===== config.mk =====
export PLATFORM = sky130hd
export DESIGN_NAME = coalesced_hash_table
export DESIGN_NICKNAME = d
export VERILOG_FILES = /design/src/hdl/cht_pkg.sv /design/src/hdl/cht_ram.sv /design/src/hdl/cht_datapath.sv /design/src/hdl/cht_ctrl.sv /design/src/hdl/coalesced_hash_table.sv
export SDC_FILE = /design/constraint.sdc
export NUM_CORES = 1
export LEC_CHECK = 0
export ABC_AREA = 1
export BUFFER_PORTS_ARGS = -buffer_cell sky130_fd_sc_hd__buf_4
export CAP_MARGIN = 20
export CORE_MARGIN = 2
export CORE_UTILIZATION = 65
export CTS_BUF_LIST = sky130_fd_sc_hd__clkbuf_16
export DETAILED_ROUTE_END_ITERATION = 10
export PLACE_DENSITY_LB_ADDON = 0.08
export SLEW_MARGIN = 20
export SYNTH_ARGS = -nofsm -noshare
export SYNTH_HDL_FRONTEND = slang
export SYNTH_SLANG_ARGS = --single-unit

===== constraint.sdc =====
create_clock -name clk_i -period 7 [get_ports clk_i]
set_input_delay 1.05 -clock clk_i [delete_from_list [all_inputs] [get_ports clk_i]]
set_output_delay 1.05 -clock clk_i [all_outputs]
set_load 0.02 [all_outputs]

===== src/hdl/cht_pkg.sv =====
// ----------------------------------------------------------------------------
// Coalesced hash table package
// Payload types, status codes, controller states and the command and status
// groups that pass between the controller and the datapath.
// ----------------------------------------------------------------------------
package cht_pkg;

  localparam int KeyW     = 31;
  localparam int SlotW    = 4;
  localparam int StatusW  = 3;
  localparam int DigitW   = 4;
  localparam int DigitCnt = 8;
  localparam int DigCntW  = 3;

  localparam logic [StatusW-1:0] StHome    = 3'd0;
  localparam logic [StatusW-1:0] StFree    = 3'd1;
  localparam logic [StatusW-1:0] StFull    = 3'd2;
  localparam logic [StatusW-1:0] StDeleted = 3'd3;
  localparam logic [StatusW-1:0] StMissing = 3'd4;

  localparam logic OpInsert = 1'b0;
  localparam logic OpDelete = 1'b1;

  typedef struct packed {
    logic            operation;
    logic [KeyW-1:0] key;
  } in_t;

  typedef struct packed {
    logic [StatusW-1:0] status;
    logic [SlotW-1:0]   slot;
  } out_t;

  typedef enum logic [3:0] {
    S_IDLE,
    S_MOD,
    S_HOME,
    S_WALK,
    S_WALKD,
    S_CSTEP,
    S_FCHK,
    S_FUSED,
    S_SHRD,
    S_SHLN,
    S_SHKY,
    S_DONE
  } state_e;

  typedef struct packed {
    logic load;
    logic mod_step;
    logic store_home;
    logic store_free;
    logic set_full;
    logic set_missing;
    logic rd_cur;
    logic walk_next;
    logic link_tail;
    logic cursor_dec;
    logic find_next;
    logic mark_found;
    logic sh_follow;
    logic sh_write;
    logic del_finish;
    logic emit;
  } cmd_t;

  typedef struct packed {
    logic op_del;
    logic mod_done;
    logic cur_used;
    logic cur_link;
    logic walk_done;
    logic key_hit;
    logic cursor_neg;
    logic cursor_stop;
    logic tail_is_dst;
    logic out_full;
  } sts_t;

endpackage


===== src/hdl/cht_ram.sv =====
// ----------------------------------------------------------------------------
// Generic RAM
// One write port and one read port with registered read data.
// ----------------------------------------------------------------------------
module cht_ram #(
  parameter int Width = 32,
  parameter int Depth = 16
) (
  input  logic                     clk_i,
  input  logic                     we_i,
  input  logic [$clog2(Depth)-1:0] waddr_i,
  input  logic [Width-1:0]         wdata_i,
  input  logic                     re_i,
  input  logic [$clog2(Depth)-1:0] raddr_i,
  output logic [Width-1:0]         rdata_o
);

  logic [Width-1:0] mem_q [Depth];
  logic [Width-1:0] rdata_q;

  always_ff @(posedge clk_i) begin
    if (we_i) begin
      mem_q[waddr_i] <= wdata_i;
    end
    if (re_i) begin
      rdata_q <= mem_q[raddr_i];
    end
  end

  assign rdata_o = rdata_q;

endmodule


===== src/hdl/cht_datapath.sv =====
// ----------------------------------------------------------------------------
// Coalesced hash table datapath
// Key reduction, slot and link storage, occupancy marks, free cursor and the
// result register, all driven by commands from the controller.
// ----------------------------------------------------------------------------
module cht_datapath #(
  parameter int TableSize = 16
) (
  input  logic          clk_i,
  input  logic          rst_ni,
  input  cht_pkg::in_t  in_data_i,
  input  cht_pkg::cmd_t cmd_i,
  output cht_pkg::sts_t sts_o,
  input  logic          out_stall_i,
  output logic          out_valid_o,
  output cht_pkg::out_t out_data_o
);

  localparam int IW = $clog2(TableSize);
  localparam int RW = IW + cht_pkg::DigitW;
  localparam int PadW = cht_pkg::DigitW * cht_pkg::DigitCnt;
  localparam int Radix = 2 ** cht_pkg::DigitW;
  localparam logic [IW:0] NVal = (IW+1)'(TableSize);
  localparam logic signed [IW:0] CursorReset = (IW+1)'(TableSize - 1);

  logic                        op_q;
  logic [cht_pkg::KeyW-1:0]    key_q;
  logic [cht_pkg::DigCntW-1:0] dig_q;
  logic [IW-1:0]               rem_q;
  logic [IW-1:0]               cur_q;
  logic [IW-1:0]               dst_q;
  logic [IW-1:0]               pred_q;
  logic [IW-1:0]               prev_q;
  logic [IW-1:0]               found_q;
  logic                        pred_v_q;
  logic                        prev_v_q;
  logic [IW:0]                 n_q;
  logic signed [IW:0]          cursor_q;
  logic [TableSize-1:0]        used_q;
  logic [TableSize-1:0]        lp_q;
  cht_pkg::out_t               res_q;
  cht_pkg::out_t               out_q;
  logic                        out_valid_q;

  logic [PadW-1:0]             key_pad;
  logic [cht_pkg::DigitW-1:0]  digit;
  logic [RW-1:0]               rem_sh;
  logic [IW-1:0]               rem_d;
  logic [IW-1:0]               cursor_idx;
  logic [IW:0]                 cur_ext;
  logic [TableSize-1:0]        lp_clr;

  logic                        key_we;
  logic [IW-1:0]               key_waddr;
  logic [cht_pkg::KeyW-1:0]    key_wdata;
  logic                        key_re;
  logic [IW-1:0]               key_raddr;
  logic [cht_pkg::KeyW-1:0]    key_rdata;
  logic [IW-1:0]               link_rdata;

  assign key_pad    = PadW'(key_q);
  assign digit      = key_pad[dig_q * cht_pkg::DigitW +: cht_pkg::DigitW];
  assign rem_sh     = {rem_q, digit};
  assign cursor_idx = cursor_q[IW-1:0];
  assign cur_ext    = {1'b0, cur_q};

  always_comb begin
    rem_d = IW'(rem_sh);
    for (int k = 1; k < Radix; k++) begin
      if (rem_sh >= RW'(k * TableSize)) begin
        rem_d = IW'(rem_sh - RW'(k * TableSize));
      end
    end
  end

  always_comb begin
    lp_clr        = '0;
    lp_clr[cur_q] = 1'b1;
    if (prev_v_q) begin
      lp_clr[prev_q] = 1'b1;
    end else if (pred_v_q) begin
      lp_clr[pred_q] = 1'b1;
    end
  end

  assign key_we    = cmd_i.store_home | cmd_i.store_free | cmd_i.sh_write;
  assign key_waddr = cmd_i.sh_write ? prev_q : (cmd_i.store_free ? cursor_idx : cur_q);
  assign key_wdata = cmd_i.sh_write ? key_rdata : key_q;
  assign key_re    = cmd_i.rd_cur | cmd_i.sh_follow;
  assign key_raddr = cmd_i.sh_follow ? link_rdata : cur_q;

  cht_ram #(
    .Width(cht_pkg::KeyW),
    .Depth(TableSize)
  ) u_key_ram (
    .clk_i  (clk_i),
    .we_i   (key_we),
    .waddr_i(key_waddr),
    .wdata_i(key_wdata),
    .re_i   (key_re),
    .raddr_i(key_raddr),
    .rdata_o(key_rdata)
  );

  cht_ram #(
    .Width(IW),
    .Depth(TableSize)
  ) u_link_ram (
    .clk_i  (clk_i),
    .we_i   (cmd_i.link_tail),
    .waddr_i(cur_q),
    .wdata_i(dst_q),
    .re_i   (cmd_i.rd_cur),
    .raddr_i(cur_q),
    .rdata_o(link_rdata)
  );

  always_ff @(posedge clk_i) begin
    if (cmd_i.load) begin
      op_q  <= in_data_i.operation;
      key_q <= in_data_i.key;
      dig_q <= cht_pkg::DigCntW'(cht_pkg::DigitCnt - 1);
      rem_q <= '0;
    end
    if (cmd_i.mod_step) begin
      rem_q <= rem_d;
      cur_q <= rem_d;
      dig_q <= dig_q - 1'b1;
    end
    if (cmd_i.store_home) begin
      res_q <= '{status: cht_pkg::StHome, slot: cht_pkg::SlotW'(cur_q)};
    end
    if (cmd_i.store_free) begin
      dst_q <= cursor_idx;
      res_q <= '{status: cht_pkg::StFree, slot: cht_pkg::SlotW'(cursor_idx)};
    end
    if (cmd_i.set_full) begin
      res_q <= '{status: cht_pkg::StFull, slot: '0};
    end
    if (cmd_i.set_missing) begin
      res_q <= '{status: cht_pkg::StMissing, slot: '0};
    end
    if (cmd_i.walk_next) begin
      cur_q <= link_rdata;
    end
    if (cmd_i.find_next) begin
      pred_q <= cur_q;
      cur_q  <= link_rdata;
    end
    if (cmd_i.mark_found) begin
      found_q <= cur_q;
    end
    if (cmd_i.sh_follow) begin
      prev_q <= cur_q;
      cur_q  <= link_rdata;
    end
    if (cmd_i.del_finish) begin
      res_q <= '{status: cht_pkg::StDeleted, slot: cht_pkg::SlotW'(found_q)};
    end
    if (cmd_i.emit) begin
      out_q <= res_q;
    end
  end

  always_ff @(posedge clk_i or negedge rst_ni) begin
    if (!rst_ni) begin
      pred_v_q    <= 1'b0;
      prev_v_q    <= 1'b0;
      n_q         <= '0;
      cursor_q    <= CursorReset;
      used_q      <= '0;
      lp_q        <= '0;
      out_valid_q <= 1'b0;
    end else begin
      if (cmd_i.load) begin
        pred_v_q <= 1'b0;
        prev_v_q <= 1'b0;
        n_q      <= '0;
      end
      if (cmd_i.store_home) begin
        used_q[cur_q] <= 1'b1;
        lp_q[cur_q]   <= 1'b0;
      end
      if (cmd_i.store_free) begin
        used_q[cursor_idx] <= 1'b1;
        lp_q[cursor_idx]   <= 1'b0;
      end
      if (cmd_i.link_tail) begin
        lp_q[cur_q] <= 1'b1;
      end
      if (cmd_i.walk_next || cmd_i.find_next || cmd_i.sh_write) begin
        n_q <= n_q + 1'b1;
      end
      if (cmd_i.find_next) begin
        pred_v_q <= 1'b1;
      end
      if (cmd_i.mark_found) begin
        n_q <= '0;
      end
      if (cmd_i.sh_follow) begin
        prev_v_q <= 1'b1;
      end
      if (cmd_i.cursor_dec) begin
        cursor_q <= cursor_q - 1'b1;
      end
      if (cmd_i.del_finish) begin
        used_q[cur_q] <= 1'b0;
        lp_q          <= lp_q & ~lp_clr;
        if (cursor_q < $signed(cur_ext)) begin
          cursor_q <= $signed(cur_ext);
        end
      end
      if (cmd_i.emit) begin
        out_valid_q <= 1'b1;
      end else if (!out_stall_i) begin
        out_valid_q <= 1'b0;
      end
    end
  end

  assign sts_o.op_del      = (op_q == cht_pkg::OpDelete);
  assign sts_o.mod_done    = (dig_q == '0);
  assign sts_o.cur_used    = used_q[cur_q];
  assign sts_o.cur_link    = lp_q[cur_q];
  assign sts_o.walk_done   = (n_q == NVal);
  assign sts_o.key_hit     = (key_rdata == key_q);
  assign sts_o.cursor_neg  = cursor_q[IW];
  assign sts_o.cursor_stop = cursor_q[IW] | ~used_q[cursor_idx];
  assign sts_o.tail_is_dst = (cur_q == dst_q);
  assign sts_o.out_full    = out_valid_q & out_stall_i;

  assign out_valid_o = out_valid_q;
  assign out_data_o  = out_q;

endmodule


===== src/hdl/cht_ctrl.sv =====
// ----------------------------------------------------------------------------
// Coalesced hash table controller
// State machine that sequences key reduction, chain walks, cursor steps,
// key shifts on delete and the hand-over of each result.
// ----------------------------------------------------------------------------
module cht_ctrl (
  input  logic          clk_i,
  input  logic          rst_ni,
  input  logic          in_valid_i,
  output logic          in_stall_o,
  input  cht_pkg::sts_t sts_i,
  output cht_pkg::cmd_t cmd_o
);

  cht_pkg::state_e state_q;
  cht_pkg::state_e state_d;

  always_ff @(posedge clk_i or negedge rst_ni) begin
    if (!rst_ni) begin
      state_q <= cht_pkg::S_IDLE;
    end else begin
      state_q <= state_d;
    end
  end

  always_comb begin
    state_d = state_q;
    cmd_o   = '0;
    case (state_q)
      cht_pkg::S_IDLE: begin
        if (in_valid_i) begin
          cmd_o.load = 1'b1;
          state_d    = cht_pkg::S_MOD;
        end
      end
      cht_pkg::S_MOD: begin
        cmd_o.mod_step = 1'b1;
        if (sts_i.mod_done) begin
          state_d = cht_pkg::S_HOME;
        end
      end
      cht_pkg::S_HOME: begin
        if (sts_i.op_del) begin
          if (!sts_i.cur_used) begin
            cmd_o.set_missing = 1'b1;
            state_d           = cht_pkg::S_DONE;
          end else begin
            cmd_o.rd_cur = 1'b1;
            state_d      = cht_pkg::S_FCHK;
          end
        end else if (!sts_i.cur_used) begin
          cmd_o.store_home = 1'b1;
          state_d          = cht_pkg::S_CSTEP;
        end else if (!sts_i.cursor_neg) begin
          cmd_o.store_free = 1'b1;
          state_d          = cht_pkg::S_WALK;
        end else begin
          cmd_o.set_full = 1'b1;
          state_d        = cht_pkg::S_CSTEP;
        end
      end
      cht_pkg::S_WALK: begin
        if (!sts_i.walk_done && sts_i.cur_link) begin
          cmd_o.rd_cur = 1'b1;
          state_d      = cht_pkg::S_WALKD;
        end else begin
          cmd_o.link_tail = ~sts_i.tail_is_dst;
          state_d         = cht_pkg::S_CSTEP;
        end
      end
      cht_pkg::S_WALKD: begin
        cmd_o.walk_next = 1'b1;
        state_d         = cht_pkg::S_WALK;
      end
      cht_pkg::S_CSTEP: begin
        if (sts_i.cursor_stop) begin
          state_d = cht_pkg::S_DONE;
        end else begin
          cmd_o.cursor_dec = 1'b1;
        end
      end
      cht_pkg::S_FCHK: begin
        if (sts_i.key_hit) begin
          cmd_o.mark_found = 1'b1;
          state_d          = cht_pkg::S_SHRD;
        end else if (!sts_i.cur_link || sts_i.walk_done) begin
          cmd_o.set_missing = 1'b1;
          state_d           = cht_pkg::S_DONE;
        end else begin
          cmd_o.find_next = 1'b1;
          state_d         = cht_pkg::S_FUSED;
        end
      end
      cht_pkg::S_FUSED: begin
        if (!sts_i.cur_used) begin
          cmd_o.set_missing = 1'b1;
          state_d           = cht_pkg::S_DONE;
        end else begin
          cmd_o.rd_cur = 1'b1;
          state_d      = cht_pkg::S_FCHK;
        end
      end
      cht_pkg::S_SHRD: begin
        if (!sts_i.walk_done && sts_i.cur_link) begin
          cmd_o.rd_cur = 1'b1;
          state_d      = cht_pkg::S_SHLN;
        end else begin
          cmd_o.del_finish = 1'b1;
          state_d          = cht_pkg::S_DONE;
        end
      end
      cht_pkg::S_SHLN: begin
        cmd_o.sh_follow = 1'b1;
        state_d         = cht_pkg::S_SHKY;
      end
      cht_pkg::S_SHKY: begin
        cmd_o.sh_write = 1'b1;
        state_d        = cht_pkg::S_SHRD;
      end
      cht_pkg::S_DONE: begin
        if (!sts_i.out_full) begin
          cmd_o.emit = 1'b1;
          state_d    = cht_pkg::S_IDLE;
        end
      end
      default: begin
        state_d = cht_pkg::S_IDLE;
      end
    endcase
  end

  assign in_stall_o = (state_q != cht_pkg::S_IDLE);

endmodule


===== src/hdl/coalesced_hash_table.sv =====
// ----------------------------------------------------------------------------
// Coalesced hash table
// Keyed slot table with coalesced chaining, serving insert and delete
// requests one at a time and returning one result for each.
// ----------------------------------------------------------------------------
// The request channel carries an operation and a key; a transfer takes place
// when in_valid_i is high and in_stall_o is low. The result channel carries a
// status and a slot number, with out_valid_o held until a cycle in which
// out_stall_i is low.
// One request is processed at a time. The home slot is found by reducing the
// key four bits per cycle over eight digits. An insert then walks the chain
// node by node and steps the free cursor past each occupied slot; a delete
// searches the chain node by node and shifts each later key back by one node.
// The time a request takes is set by the key reduction and the chain walks
// through the registered-read slot memories.
// A stalled result waits in the output register; the next request may be
// taken meanwhile, and its result is held back until the register is free.
// Reset empties every slot and sets the free cursor to the top slot at once;
// no clearing pass is needed.
// ----------------------------------------------------------------------------
module coalesced_hash_table #(
  parameter int TableSize = 16
) (
  input  logic          clk_i,
  input  logic          rst_ni,
  input  logic          in_valid_i,
  output logic          in_stall_o,
  input  cht_pkg::in_t  in_data_i,
  output logic          out_valid_o,
  input  logic          out_stall_i,
  output cht_pkg::out_t out_data_o
);

  cht_pkg::cmd_t cmd;
  cht_pkg::sts_t sts;

  cht_ctrl u_ctrl (
    .clk_i     (clk_i),
    .rst_ni    (rst_ni),
    .in_valid_i(in_valid_i),
    .in_stall_o(in_stall_o),
    .sts_i     (sts),
    .cmd_o     (cmd)
  );

  cht_datapath #(
    .TableSize(TableSize)
  ) u_datapath (
    .clk_i      (clk_i),
    .rst_ni     (rst_ni),
    .in_data_i  (in_data_i),
    .cmd_i      (cmd),
    .sts_o      (sts),
    .out_stall_i(out_stall_i),
    .out_valid_o(out_valid_o),
    .out_data_o (out_data_o)
  );

`ifndef NO_ASSERTIONS
  a_busy_after_accept : assert property (@(posedge clk_i) disable iff (!rst_ni)
    (in_valid_i && !in_stall_o) |=> in_stall_o)
    else $error("request channel not stalled after a transfer");

  a_result_follows_request : assert property (@(posedge clk_i) disable iff (!rst_ni)
    $rose(out_valid_o) |-> $past(in_stall_o))
    else $error("result raised without a request in progress");

  a_status_code : assert property (@(posedge clk_i) disable iff (!rst_ni)
    out_valid_o |-> (out_data_o.status == cht_pkg::StHome ||
                     out_data_o.status == cht_pkg::StFree ||
                     out_data_o.status == cht_pkg::StFull ||
                     out_data_o.status == cht_pkg::StDeleted ||
                     out_data_o.status == cht_pkg::StMissing))
    else $error("result carries an unknown status code");

  a_empty_slot_result : assert property (@(posedge clk_i) disable iff (!rst_ni)
    (out_valid_o && (out_data_o.status == cht_pkg::StFull ||
                     out_data_o.status == cht_pkg::StMissing))
      |-> (out_data_o.slot == '0))
    else $error("dropped or missing result carries a slot number");
`endif

endmodule


==> After elaboration in Yosys (flattened, before gate mapping) <==
Memory sizes are Yosys's and may differ from the RTL's. A register that Yosys moved wholly into a read port is not among the register bits.
Index checks and enable logic that the tools add are counted.
{ "totals": {"wordCells": 240, "out_inout_bits": 9, "register_bits": 122, "memories": 2, "ramBits": 560} }
{ "op_classes": {"eq_ne": 19, "order_cmp": 24, "n_bitwise": 19, "n_shift": 1, "n_addsub": 18, "muxes": 114, "n_reduce_logical": 22} }
{ "memory_table": {"columns": ["memory", "depth", "width", "read_ports", "rd_clocked_by_memory_dff", "wr", "line", "text"], "rows": [
  ["u_datapath.u_key_ram.mem_q", 16, 31, 1, 1, 1, "cht_ram.sv:18", "logic [Width-1:0] mem_q [Depth];"],
  ["u_datapath.u_link_ram.mem_q", 16, 4, 1, 1, 1, "cht_ram.sv:18", null]
]} }
{ "op_table": {"columns": ["operator", "count"], "rows": [
  ["$mux 16", 9],
  ["$mux 4", 33],
  ["$or 16x16->16", 5],
  ["$and 16x16->16", 4],
  ["$ge 8x8->1 const B", 8],
  ["$sub 4x1->4 const B", 15],
  ["$not 16->16", 3],
  ["$pmux 4 s12", 1],
  ["$mux 1", 41],
  ["$ge 8x7->1 const B", 4],
  ["$shiftx 32x6->4", 1],
  ["$eq 31x31->1", 1],
  ["$mux 31", 1],
  ["$mux 5", 6],
  ["$mux 7", 4],
  ["$lt 4x5->1 const B", 4],
  ["$mux 3", 6],
  ["$demux 1 s4", 4],
  ["$eq 4x3->1 const B", 4],
  ["$eq 4x4->1 const B", 4],
  ["$ge 4x1->1 const B", 4],
  ["$ge 8x6->1 const B", 2],
  ["$bmux 1 s4", 3],
  ["$reduce_bool 4->1", 3],
  ["26 further kinds", 47]
]} }

==> Depth between registers and ports, before layout <==
{ "logic_depth": {"word_depth": 21, "ltp_mapped": 17, "depth_no_buf": 16} }

==> Modules after synthesis <==
Synthesis repeated with hierarchy kept, for this count alone.
{ "hier_totals": {"hier_cells": 3455, "hier_area_um2": 33027.9} }
{ "modules_own_cells": {"columns": ["module", "seq_area_each_um2", "cells_per_inst", "area_per_inst_um2", "instances"], "rows": [
  ["cht_ram at u_datapath.u_key_ram", 15825.2, 2054, 22336.4, 1],
  ["cht_datapath", 3173.0, 1011, 7130.6, 1],
  ["cht_ram at u_datapath.u_link_ram", 2042.0, 290, 3006.6, 1],
  ["cht_ctrl", 100.1, 100, 554.3, 1]
]} }

==> Worst setup path before layout <==
OpenSTA, ideal clock, no wires.
{ "synth_path": {"path_type": "register to register", "startpoint": "reg u_datapath.cur_q[1]", "endpoint": "mem u_datapath.u_key_ram.mem_q[12][0] (netlist bit), enable pin", "stages_incl_launch_ff": 17, "arrival_ps": 3041, "setup_slack_ps": 3540, "synth_period_minus_slack_ps": 3460, "setup_ps": 419, "required_ps": 6581, "path_cell_list": "edfxtp_1 buf_6 inv_2 buf_4 nand2_1 nand2_1 nand2_1 nand2_1 inv_2 nand2_4 nand3_4 buf_6 nand2_1 nand3_1 nand2_1 nand3_2 nor2_1"} }
{ "synth_via": {"elab_chain_len": 9, "elab_cells_between_ends": 12, "classes_between": "10 x mux; 2 x bitwise"} }
{ "synth_rtl": {"columns": ["element", "line", "text"], "rows": [
  ["start, declared", "cht_datapath.sv:30", "logic [IW-1:0] cur_q;"],
  ["start signal, assigned", "cht_datapath.sv:127", "cur_q <= rem_d;"],
  ["start signal, assigned", "cht_datapath.sv:144", "cur_q <= link_rdata;"],
  ["start signal, assigned", "cht_datapath.sv:148", "cur_q <= link_rdata;"],
  ["$bmux 1 s4", "cht_datapath.sv:223", "assign sts_o.cur_used = used_q[cur_q];"],
  ["$mux 1 (not written as such)", "cht_datapath.sv:223", null],
  ["$mux 1 or $mux 2 (tied branches)", "cht_ctrl.sv:51", "end else if (!sts_i.cur_used) begin"],
  ["$mux 3", "cht_ctrl.sv:43", "if (sts_i.op_del) begin"],
  ["$mux 3", "cht_ctrl.sv:29", "case (state_q)"],
  ["$or 1x1->1 (2 in series)", "cht_datapath.sv:86", "assign key_we = cmd_i.store_home | cmd_i.store_free | cmd_i.sh_write;"],
  ["$mux 1", "cht_ram.sv:22", "if (we_i) begin"],
  ["$mux 1 (not written as such)", "cht_ram.sv:23", "mem_q[waddr_i] <= wdata_i;"],
  ["end, declared", "cht_ram.sv:18", null]
]} }
Parallel ways exist; a longest one is shown, timed or not. The select of a mux whose other input is x is not followed.

==> Worst setup path after layout <==
{ "layout_path": {"startpoint": "reg u_datapath.cur_q[0]", "endpoint": "mem u_datapath.u_key_ram.mem_q[15][16] (netlist bit), enable pin"} }
Same word-level chain as after synthesis.

==> results.md <==
* Status: completed
* Layout cells sized above 1 at a little under a tenth
* Num CTS Buffers at 71
* Top post-synthesis cells by count: edfxtp_1 (661), nand2_1 (399), nor2_1 (358), o21ai_0 (287), inv_1 (121)
* Max Slew Vio Count at 0
* Maximum vdd drop at 0.402 mV
* Hold Violations, Final at 0
* Port Buffers at 44
* Largest net degree at the start of global routing at 250
* Post-CTS Setup Repair Bufs at 0
* ANT nets after route at 0
* Clk sinks at 713
* Vias after detailed routing at 21037
* Switching Share at 38.4%
* IO Pins at 45
* H-tree levels at 3
* Post-synthesis cell type count at 50
* Final TNS setup at 0 ns
* Synthesized flop and latch total at approximately 710
* Clk_lat worst skew at 0.62 ns
* Min-Delay Startpoint: u_datapath.res_q[2]$_DFFE_PP_
* Cell row count at 79
* WP data required at 7.31 ns
* DRC at 0
* Top cell by count, worst path: nand2_1
* Net switching power at 5.50 mW
* Comb power frac at between 30% and 40%
* Max Cap Viol at 0
* Clock share of power at 26.1%
* First-pass GRT wire length at 121000 um
* Core area at 46400 um^2
* Worst hold path depth at 0
* Die X at 220 um
* Cell Area, Synth at ~30000 um^2
* Sequential fraction of the synthesis area at 69.7%
* Critical path data arrival time at 4.47 ns
* DIE HEIGHT at 220 um
* Final Setup Violations at 0
* Grt ovf at 0
* Post-Place Worst Slack at 2.91 ns
* Net count after synthesis at 2610
* Internal power at ~9 mW
* RSZ-0062 raised after global routing: no
* PD cells at 426 nW/um^2
* WL per Instance at 25.1 um
* Reg power frac at approximately two fifths
* Worst min-delay path category: reg2reg
* P&R area growth vs syn at 10.8%
* Gp weighted congestion at 0.954
* Maximum net fanout on the critical path at 24
* Diode count at 0
* Setup crit start kind: flop
* P_leak at between 10 and 15 nW
* Final WS setup at ~2.8 ns
* Main synth FF type: edfxtp_1
* Slew @ Worst Pin at 1.13 ns
* CTS tree: yes
* CP max stage cell: nor2_4
* Tot GR Track Use at 33.9%
* Hold_buf cts at 0
* Upper clock frequency limit at 0.240 GHz
* Fin nets at ~2600
* Share of the synthesized area in the top cell type at 65.4%
* Initial DRC Count at 3077
* CP peak stage delay at 0.85 ns
* CTS clk-pin slew, worst paths at 0.06 ns
* CP Capture Type: flop
* Post_cts resized at 0
* DRT Pass-1 Iters at 8
* Worst R2R Setup Slack at around 2.8 ns
* Mapped Cells at 2562
* Avg Vias per Cell at 6.49
* Overall routed net length at 81400 um
* Asr flop ratio synth at 6.87%
* Reg2Reg Launch Point: u_datapath.cur_q[0]$_DFFE_PP_
* # fillers at 3113
* Clock buffer depth at 3
* Skew final at between 0.015 and 0.02 ns
* Top cell type by total area after synthesis: edfxtp_1
* Initial antenna violation count at 1
* Worst R2R End: u_datapath.u_key_ram.mem_q[15][16]$_DFFE_PP_
* Synth warn at 0
* Starting Density at between 60% and 70%
* Syn_area_per_cell at roughly 12 um^2
* Vias in the first global route at 20025
* Post-synth EDFFs at approximately 660
* Final Critical Period at 4.16 ns
* CTS root buf: clkbuf_16
* Worst hold endpoint: u_datapath.out_data_o[2]$_DFFE_PP_
* Worst setup path category: reg2reg
* Reg2Reg Depth at 16
* Cell Chain, Critical Path: buf_4, clkinv_1, nand2_1, nand2_1, nand2_1, nand2_1, nand2_1, nand2_1, inv_2, nand2_4, nor2_4, nor2_1, nand2_1, nand3_2, nor2_4, buf_4
* Post-DP HPWL at slightly below 50000 um
* Count leader, synth: edfxtp_1
* Max-Slew Margin vs Limit at 24.6%
* Fin crit share at 59.4%
* Top cells by area, synth: edfxtp_1 (65%), nand2_1 (4.9%), o21ai_0 (4.7%)
* Die area at roughly 48000 um^2
## sequential cells by signal, summed over array words and instances, names as in the netlist, 3 cells and up
name	flops
u_datapath.u_link_ram.mem_q	64
u_datapath.u_link_ram.rdata_o	4
u_datapath.dst_q	4
u_datapath.n_q	5
u_datapath.u_key_ram.rdata_o	31
u_datapath.lp_q	16
u_datapath.found_q	4
u_datapath.pred_q	4
u_datapath.dig_q	3
u_datapath.u_key_ram.mem_q	496
u_datapath.cur_q	4
u_datapath.cursor_q	5
u_datapath.res_q	7
u_datapath.key_q	31
u_datapath.used_q	16
u_ctrl.state_q	4
u_datapath.out_data_o	7
u_datapath.prev_q	4
## critical path, delay by kind of cell (launching register included)
family | cells | cell delay [ns]
buffers and inverters | 4 | 1.15
DFF | 1 | 0.32
and+or+nand+nor | 12 | 2.35
## metrics by stage
stage                     power (mW)  cell area [um^2]  std cells  util (%)  hold WS (ns)
final                           14.3             33600       3243      72.5         0.420
after global routing            15.0             33600       3243      72.5         0.415
after CTS                       14.2             33600       3241      72.4         0.416
after detailed placement        10.5             31300       3109      67.5         0.405
after global placement          10.4             31100       3103      67.2         0.405
after floorplan                 9.02             30300       2562         -         0.400
## power by group through the flow
stage | Sequential, mW | Combinational [mW] | Clock [mW]
after floorplan | 5.62 | 3.41 | 0
after global placement | 5.79 | 4.58 | 0
after detailed placement | 5.80 | 4.72 | 0
after CTS | 5.72 | 4.74 | 3.75
after global routing | 5.76 | 5.28 | 3.92
final | 5.73 | 4.85 | 3.73
## worst max-delay path by stage
| stage | start | to | slack [ns] |
|---|---|---|---|
| final | u_datapath.cur_q[0]$_DFFE_PP_ | u_datapath.u_key_ram.mem_q[15][16]$_DFFE_PP_ | 2.84 |
| after global routing | u_ctrl.state_q[0]$_DFFE_PN0P_ | u_datapath.u_key_ram.rdata_o[1]$_DFFE_PP_ | 2.56 |
| after CTS | u_datapath.cur_q[0]$_DFFE_PP_ | u_datapath.u_key_ram.mem_q[12][3]$_DFFE_PP_ | 2.90 |
| after detailed placement | u_datapath.cur_q[0]$_DFFE_PP_ | u_datapath.u_key_ram.mem_q[12][22]$_DFFE_PP_ | 2.91 |
| after global placement | u_datapath.cur_q[0]$_DFFE_PP_ | u_datapath.u_key_ram.mem_q[12][6]$_DFFE_PP_ | 2.94 |
| after floorplan | u_datapath.cur_q[1]$_DFFE_PP_ | u_datapath.u_key_ram.mem_q[12][0]$_DFFE_PP_ | 3.54 |
## area by class of cell
cell class / instances / area, um^2 / share of cell area (%)
well taps: 607 / 759 / 2.26
inverters: 137 / 527 / 1.57
clock inverters: 60 / 483 / 1.44
multi-input cells: 1573 / 8150 / 24.2
flip-flops and latches: 713 / 21100 / 62.9
repair buffers: 81 / 753 / 2.24
clock buffers: 72 / 1800 / 5.36
## cell usage in the layout, fill, tap and decap left out, types with 10 or more instances in the layout
cell / count
a31oi_1: 14
ha_1: 12
buf_4: 73
clkinv_2: 12
nand2_2: 10
a21oi_1: 51
o221ai_1: 65
edfxtp_1: 661
nand3_1: 62
a22oi_1: 36
dfrtp_1: 45
nand4_1: 23
nor2_4: 20
xor2_1: 12
inv_1: 134
nor2_1: 341
o21ai_0: 285
o21ai_1: 18
o211ai_1: 66
clkbuf_16: 72
clkinv_1: 22
nand2_1: 399
o22ai_1: 51
xnor2_1: 28
o21bai_1: 17
nor3_1: 27
## cell families (layout without fill, tap and decap cells)
logic type	Yosys count	count (layout)	share of synthesized area, %
fa+ha+maj	12	12	0.495
flops	713	713	69.7
xor+xnor	40	40	1.15
compound gates	615	615	12.4
buf+inv	276	350	3.98
simple gates	906	906	12.3
## routing by layer
layer	wire length (um)	vias to the layer above	track usage, %
li1	-	9313	-
met1	33300	10274	49.8
met2	36800	1251	50.9
met3	8800	197	7.12
met4	2430	2	11.8
met5	12	-	0
No activity file was read; power rests on OpenSTA's default activity.
